### config.mk
export PLATFORM = sky130hd
export DESIGN_NAME = policy_sorted_job_queue
export DESIGN_NICKNAME = d
export VERILOG_FILES = /design/src/hdl/psjq_pkg.sv /design/src/hdl/policy_sorted_job_queue.sv /design/src/hdl/psjq_ram.sv /design/src/hdl/psjq_ctrl.sv
export SDC_FILE = /design/constraint.sdc
export NUM_CORES = 2
export LEC_CHECK = 0
export ABC_AREA = 0
export BUFFER_PORTS_ARGS = -buffer_cell sky130_fd_sc_hd__buf_2
export CORE_UTILIZATION = 30
export CTS_CLUSTER_SIZE = 40
export DETAILED_ROUTE_END_ITERATION = 8
export GPL_ROUTABILITY_DRIVEN = 0
export REMOVE_ABC_BUFFERS = 1
export SLEW_MARGIN = 20
export SYNTH_ARGS = -nofsm -noshare
export SYNTH_HDL_FRONTEND = slang
export SYNTH_SLANG_ARGS = --single-unit
### constraint.sdc
create_clock -name clk -period 7.4 [get_ports clk]
set_input_delay 0.37 -clock clk [delete_from_list [all_inputs] [get_ports clk]]
set_output_delay 0.37 -clock clk [all_outputs]
set_load 0.05 [all_outputs]
### src/hdl/psjq_pkg.sv
// Shared types, codes and key selection for the policy sorted job queue.
// No dependencies; used by policy_sorted_job_queue and psjq_ctrl.
package psjq_pkg;

	localparam int DEPTH_DEF = 16;
	localparam int OCC_W     = 5;

	// Request actions
	localparam logic ACT_ADD    = 1'b0;
	localparam logic ACT_REMOVE = 1'b1;

	// Result status codes
	localparam logic [1:0] ST_DONE  = 2'd0;
	localparam logic [1:0] ST_FULL  = 2'd1;
	localparam logic [1:0] ST_EMPTY = 2'd2;

	// Ordering policies; any other code orders by arrival
	localparam logic [1:0] POL_RUN     = 2'd0;
	localparam logic [1:0] POL_PRIO    = 2'd1;
	localparam logic [1:0] POL_ARRIVAL = 2'd2;

	typedef struct packed {
		logic [7:0]  tag;
		logic [15:0] run_time;
		logic [7:0]  prio;
		logic [31:0] arrival;
	} job_t;

	typedef struct packed {
		logic [1:0]       status;
		job_t             job;
		logic [OCC_W-1:0] occ;
	} res_t;

	// Select the ordering key of a job under a policy
	function automatic logic [31:0] key_of(input job_t j, input logic [1:0] pol);
		logic [31:0] k;
		unique case (pol)
			POL_RUN:  k = {16'd0, j.run_time};
			POL_PRIO: k = {24'd0, j.prio};
			default:  k = j.arrival;
		endcase
		return k;
	endfunction

endpackage

### src/hdl/policy_sorted_job_queue.sv
// Policy sorted job queue. Remove pops the head entry; full or empty status goes straight to the result.
// Add compares held entries from the head up to the insert point, then shifts the later entries up,
// one RAM read per compared or shifted entry, and writes the job into the freed slot.
// One request at a time; the next is taken once the result sits in the output register.
// Async reset empties the queue and sets policy to arrival order; RAM contents are not cleared.
// Depends on psjq_pkg, psjq_ctrl, psjq_ram.
module policy_sorted_job_queue #(
	parameter int DEPTH = psjq_pkg::DEPTH_DEF
) (
	input  logic        clk,
	input  logic        arst_n,
	input  logic        cfg_we,
	input  logic [1:0]  cfg_wdata,
	input  logic        in_valid,
	output logic        in_stall,
	input  logic        action,
	input  logic [7:0]  job_tag,
	input  logic [15:0] run_time,
	input  logic [7:0]  job_priority,
	input  logic [31:0] arrival,
	output logic        out_valid,
	input  logic        out_stall,
	output logic [1:0]  status,
	output logic [7:0]  out_tag,
	output logic [15:0] out_run_time,
	output logic [7:0]  out_priority,
	output logic [31:0] out_arrival,
	output logic [4:0]  occupancy
);
	import psjq_pkg::*;

	logic [1:0] policy_q;
	logic       out_valid_q;
	res_t       out_q;
	logic       busy;
	logic       res_valid;
	logic       res_take;
	res_t       res;
	job_t       req_job;

	assign req_job = '{tag: job_tag, run_time: run_time, prio: job_priority, arrival: arrival};

	// Hold the policy register
	always_ff @(posedge clk or negedge arst_n) begin
		if (!arst_n) begin
			policy_q <= POL_ARRIVAL;
		end else if (cfg_we) begin
			policy_q <= cfg_wdata;
		end
	end

	psjq_ctrl #(.DEPTH(DEPTH)) u_ctrl (
		.clk       (clk),
		.arst_n    (arst_n),
		.policy    (policy_q),
		.req_valid (in_valid),
		.busy      (busy),
		.action    (action),
		.req_job   (req_job),
		.res_valid (res_valid),
		.res_take  (res_take),
		.res       (res)
	);

	assign in_stall = busy;
	assign res_take = !out_valid_q || !out_stall;

	// Output register: load a result when the slot frees
	always_ff @(posedge clk or negedge arst_n) begin
		if (!arst_n) begin
			out_valid_q <= 1'b0;
		end else if (res_take) begin
			out_valid_q <= res_valid;
		end
	end

	always_ff @(posedge clk) begin
		if (res_take && res_valid) begin
			out_q <= res;
		end
	end

	assign out_valid    = out_valid_q;
	assign status       = out_q.status;
	assign out_tag      = out_q.job.tag;
	assign out_run_time = out_q.job.run_time;
	assign out_priority = out_q.job.prio;
	assign out_arrival  = out_q.job.arrival;
	assign occupancy    = out_q.occ;

	a_busy_after_req: assert property (@(posedge clk) disable iff (!arst_n)
		in_valid && !in_stall |=> in_stall) else $error("request not held off after accept");

	a_fail_zero: assert property (@(posedge clk) disable iff (!arst_n)
		out_valid && status != ST_DONE |-> out_tag == 8'd0 && out_arrival == 32'd0)
		else $error("failed request carries job data");

	a_full_occ: assert property (@(posedge clk) disable iff (!arst_n)
		out_valid && status == ST_FULL |-> occupancy == OCC_W'(DEPTH))
		else $error("full status with queue not full");

	a_empty_occ: assert property (@(posedge clk) disable iff (!arst_n)
		out_valid && status == ST_EMPTY |-> occupancy == '0)
		else $error("empty status with jobs held");

endmodule

### src/hdl/psjq_ram.sv
// Generic single write port, single read port RAM with registered read.
// No dependencies.
module psjq_ram #(
	parameter int WIDTH = 64,
	parameter int DEPTH = 16
) (
	input  logic                     clk,
	input  logic                     we,
	input  logic [$clog2(DEPTH)-1:0] waddr,
	input  logic [WIDTH-1:0]         wdata,
	input  logic [$clog2(DEPTH)-1:0] raddr,
	output logic [WIDTH-1:0]         rdata
);

	logic [WIDTH-1:0] mem [DEPTH];
	logic [WIDTH-1:0] rdata_q;

	// Write one entry; the read of one entry is registered
	always_ff @(posedge clk) begin
		if (we) begin
			mem[waddr] <= wdata;
		end
		rdata_q <= mem[raddr];
	end

	assign rdata = rdata_q;

endmodule

### src/hdl/psjq_ctrl.sv
// Queue sequencer: ring of sorted jobs in RAM, scan for the insert point, shift, pop head.
// Depends on psjq_pkg and psjq_ram.
module psjq_ctrl #(
	parameter int DEPTH = psjq_pkg::DEPTH_DEF
) (
	input  logic              clk,
	input  logic              arst_n,
	input  logic [1:0]        policy,
	input  logic              req_valid,
	output logic              busy,
	input  logic              action,
	input  psjq_pkg::job_t    req_job,
	output logic              res_valid,
	input  logic              res_take,
	output psjq_pkg::res_t    res
);
	import psjq_pkg::*;

	localparam int AW = $clog2(DEPTH);
	localparam int CW = $clog2(DEPTH + 1);

	typedef enum logic [2:0] {
		S_IDLE, S_HEAD, S_SCAN, S_CMP, S_SHIFT, S_SHWR, S_FIN
	} state_t;

	state_t          state_q;
	logic [AW-1:0]   head_q;
	logic [CW-1:0]   count_q;
	logic [AW-1:0]   pos_q;
	logic [AW-1:0]   j_q;
	job_t            job_q;
	logic [1:0]      rstat_q;
	job_t            rjob_q;

	logic            we;
	logic [AW-1:0]   waddr;
	job_t            wdata;
	logic [AW-1:0]   raddr;
	job_t            rdata;

	// Map a position from the head to a RAM address
	function automatic logic [AW-1:0] phys(input logic [AW-1:0] h, input logic [AW-1:0] l);
		logic [AW:0] s;
		s = {1'b0, h} + {1'b0, l};
		if (s >= (AW+1)'(DEPTH)) begin
			s = s - (AW+1)'(DEPTH);
		end
		return s[AW-1:0];
	endfunction

	psjq_ram #(.WIDTH($bits(job_t)), .DEPTH(DEPTH)) u_ram (
		.clk   (clk),
		.we    (we),
		.waddr (waddr),
		.wdata (wdata),
		.raddr (raddr),
		.rdata (rdata)
	);

	// Drive RAM accesses for the current step
	always_comb begin
		raddr = head_q;
		we    = 1'b0;
		waddr = head_q;
		wdata = job_q;
		unique case (state_q)
			S_SCAN: raddr = phys(head_q, pos_q);
			S_SHIFT: begin
				if (j_q == pos_q) begin
					we    = 1'b1;
					waddr = phys(head_q, pos_q);
				end else begin
					raddr = phys(head_q, j_q - AW'(1));
				end
			end
			S_SHWR: begin
				we    = 1'b1;
				waddr = phys(head_q, j_q);
				wdata = rdata;
			end
			default: ;
		endcase
	end

	assign busy      = (state_q != S_IDLE);
	assign res_valid = (state_q == S_FIN);
	assign res.status = rstat_q;
	assign res.job    = rjob_q;
	assign res.occ    = OCC_W'(count_q);

	// Sequence one request at a time
	always_ff @(posedge clk or negedge arst_n) begin
		if (!arst_n) begin
			state_q <= S_IDLE;
			head_q  <= '0;
			count_q <= '0;
			pos_q   <= '0;
			j_q     <= '0;
			job_q   <= '0;
			rstat_q <= ST_DONE;
			rjob_q  <= '0;
		end else begin
			unique case (state_q)
				S_IDLE: begin
					if (req_valid) begin
						rjob_q  <= '0;
						rstat_q <= ST_DONE;
						job_q   <= req_job;
						pos_q   <= '0;
						if (action == ACT_REMOVE) begin
							if (count_q == '0) begin
								rstat_q <= ST_EMPTY;
								state_q <= S_FIN;
							end else begin
								state_q <= S_HEAD;
							end
						end else if (count_q == CW'(DEPTH)) begin
							rstat_q <= ST_FULL;
							state_q <= S_FIN;
						end else begin
							state_q <= S_SCAN;
						end
					end
				end
				S_HEAD: begin
					rjob_q  <= rdata;
					head_q  <= phys(head_q, AW'(1));
					count_q <= count_q - CW'(1);
					state_q <= S_FIN;
				end
				S_SCAN: begin
					if (CW'(pos_q) == count_q) begin
						j_q     <= count_q[AW-1:0];
						state_q <= S_SHIFT;
					end else begin
						state_q <= S_CMP;
					end
				end
				S_CMP: begin
					if (key_of(rdata, policy) <= key_of(job_q, policy)) begin
						pos_q   <= pos_q + AW'(1);
						state_q <= S_SCAN;
					end else begin
						j_q     <= count_q[AW-1:0];
						state_q <= S_SHIFT;
					end
				end
				S_SHIFT: begin
					if (j_q == pos_q) begin
						count_q <= count_q + CW'(1);
						state_q <= S_FIN;
					end else begin
						state_q <= S_SHWR;
					end
				end
				S_SHWR: begin
					j_q     <= j_q - AW'(1);
					state_q <= S_SHIFT;
				end
				S_FIN: begin
					if (res_take) begin
						state_q <= S_IDLE;
					end
				end
				default: state_q <= S_IDLE;
			endcase
		end
	end

endmodule
==> results.sh <==
export IMPL_die_h_um=418
export IMPL_drive_gt1_share_pct=10.0
export IMPL_status="finished, final reports clean"
export IMPL_critPathLaunchType="flip-flop"
export IMPL_skew_ps=31.9
export IMPL_ys_ff_latch=1312
export IMPL_arrival_ps=5880
export IMPL_period_minus_slack_ps=5230
export IMPL_clk_root_buffer_cell="clkbuf_16"
export IMPL_grt_pass1_wl_um=211000
export IMPL_drt_vias_per_instance=4.95
export IMPL_endpoint_kind="flip-flop"
export IMPL_pin_count=145
export IMPL_final_common_cell="nand2_1"
export IMPL_start_util_pct=30.3
export IMPL_postSynthCellCount=3993
export IMPL_nets=4270
export IMPL_synth_area_leaders="edfxtp_1 63%, nand2_1 8.7%, dfrtp_1 7.3%, nand3_1 4.4%, mux2i_1 2.9%"
export IMPL_cts_tree="built"
export IMPL_grt_util_all_layers_pct=16.2
export IMPL_layout_common_cells="1201 x nand2_1, 1095 x edfxtp_1, 456 x nand3_1, 153 x a21oi_1, 152 x dfrtp_1"
export IMPL_hold_viol=0
export IMPL_synth_async_reset_ratio_pct=11.7
export IMPL_yosys_warnings=0
export IMPL_htreeDepth=4
export IMPL_worst_hold_path_type="in2async"
export IMPL_firstDrtPassIters=6
export IMPL_clk_pin_slew_worst_paths_ps=60
export IMPL_avgSynthCellArea_um2=13.0
export IMPL_crit_fanout=82
export IMPL_fillers=16500
export IMPL_synth_cell_type_count=58
export IMPL_clkSinkCount=1312
export IMPL_cp_required_ps=8050
export IMPL_core_area_um2=172000
export IMPL_drv_slew=0
export IMPL_grt_pass1_vias=31700
export IMPL_yosysTopAreaCell="edfxtp_1"
export IMPL_syn_area_um2=52000
export IMPL_antenna_found_initial=4
export IMPL_dieArea_um2=175000
export IMPL_wl_per_cell_um=21.9
export IMPL_fp_row_count=152
export IMPL_worstSetupPathType="reg2reg"
export IMPL_place_ws_ps=2260
export IMPL_drt_iter0_markers=3182
export IMPL_max_freq_mhz=191
export IMPL_synth_top_area_share_pct=63.3
export IMPL_grt_max_degree=163
export IMPL_area_growth_pct=16.3
export IMPL_drv_cap=0
export IMPL_setup_viol_count_final=0
export IMPL_overflow=0
export IMPL_synth_edf_count=1095
export IMPL_antenna_left=0
export IMPL_drc=0
export IMPL_vias=32600
export IMPL_yosysSeqAreaShare_pct=73.1
export IMPL_period_share_pct=70.6
export IMPL_worstSkewPairLatency_ps=770
export IMPL_clk_path_buf_depth=3
export IMPL_max_slew_worst_pin_slew_ps=1120
export IMPL_relSlewSlack_pct=25.4
export IMPL_port_buffers=144
export IMPL_post_cts_buffers=0
export IMPL_drt_total_wl_um=144000
export IMPL_ys_flop_type="edfxtp_1"
export IMPL_cts_resized=0
export IMPL_place_hpwl_um=78600
export IMPL_grt_setup_unrepaired="no"
export IMPL_fin_ws_ps=2170
export IMPL_die_w_um=418
export IMPL_cts_buffers=137
## metrics by stage
step	hold WS (ps)	TNS (ps)	area, um2	utilization [%]	std cells
after global routing	230	0	60400	35.2	6573
after floorplan	74.4	-366320	50900	-	3741
after global placement	433	0	55300	32.2	6244
after detailed placement	431	0	55300	32.2	6246
after CTS	174	0	60400	35.2	6572
final	226	0	60400	35.2	6575
## synth_stat cells (9+ instances only)
cell	instances
a21o_1	11
a21oi_1	153
a221o_1	132
a22o_1	9
and2_1	20
buf_1	15
buf_2	65
clkbuf_1	161
dfrtp_1	152
dfxtp_1	64
edfxtp_1	1095
ha_1	47
inv_1	11
mux2i_1	148
nand2_1	1205
nand3_1	457
nand4_1	71
nor2_1	43
o21ai_0	21
xnor2_1	19
## per-layer routing
metal	GRT usage [%]	wire length (um)	part of all wire [%]	vias to the layer above
li1	-	-	-	14900
met1	21.6	61900	43	16500
met2	26.5	69200	48	1020
met3	2.70	8360	5.8	234
met4	5.46	4290	3.0	0
met5	0	0	0	-
## cell type report
cell class / instances / area, um2 / area share, %
Clock buffer: 203 / 3950 / 6.53
Clock inverter: 51 / 438 / 0.725
Tap cell: 2310 / 2890 / 4.78
Timing Repair Buffer: 267 / 2060 / 3.41
Multi-Input combinational cell: 2418 / 13000 / 21.6
Sequential cell: 1312 / 38000 / 62.9
Antenna cell: 3 / 7.51 / 0.0124
Inverter: 11 / 41.3 / 0.0683
## registers in the layout, indices dropped and copies added (netlist names), 3 cells and up
register,cells
u_ctrl.head_q,4
occupancy,5
out_arrival,32
out_tag,8
u_ctrl.u_ram.mem,1024
u_ctrl.res,64
out_priority,8
u_ctrl.state_q,3
u_ctrl.job_q,64
u_ctrl.u_ram.rdata,64
u_ctrl.pos_q,4
out_run_time,16
u_ctrl.j_q,4
u_ctrl.count_q,5
## what timing repair did
action / in CTS / in global routing
setup endpoints to repair: 0 / 0
hold buffers: 72 / 0
endpoints found under the hold margin: 136 / 0
## final timing paths
check	start	to	slack (ps)	cells after the start
worst max-delay path	policy_q[1]	u_ctrl.j_q[3]	2170	10
worst min-delay path	arst_n	u_ctrl.res[33]	230	2
worst max register to register	policy_q[1]	u_ctrl.j_q[3]	2170	10
worst min register to register	u_ctrl.rstat_q[0]	status[0]	430	0
max in group asynchronous	arst_n	u_ctrl.res[60]	5990	3
min in group clk	run_time[11]	u_ctrl.job_q[51]	330	4
## worst max-delay path, cell delays in order (launching register included)
cell and delay (ps):
dfstp_4 1100, and2_1 240, ha_1 240, and3_1 210, a221o_1 360, a221oi_1 280
o221ai_1 400, nor4b_1 1010, o211ai_1 520, nand3_1 310, mux2_2 360
## cells by family after synthesis
logic type               after synthesis  synth area share (%)
AND/OR/NAND/NOR                     1826                  14.9
AO/OA/AOI/OAI                        363                  5.14
buffers and inverters                263                  2.21
adder cells (fa/ha/maj)               51                  1.29
multiplexers                         152                  2.94
XOR/XNOR                              26                 0.438
flip-flops                          1312                  73.1
Power is left out: the tool's default activity adds up to more than one toggle a clock period on the data nets, which glitch-free logic cannot reach.
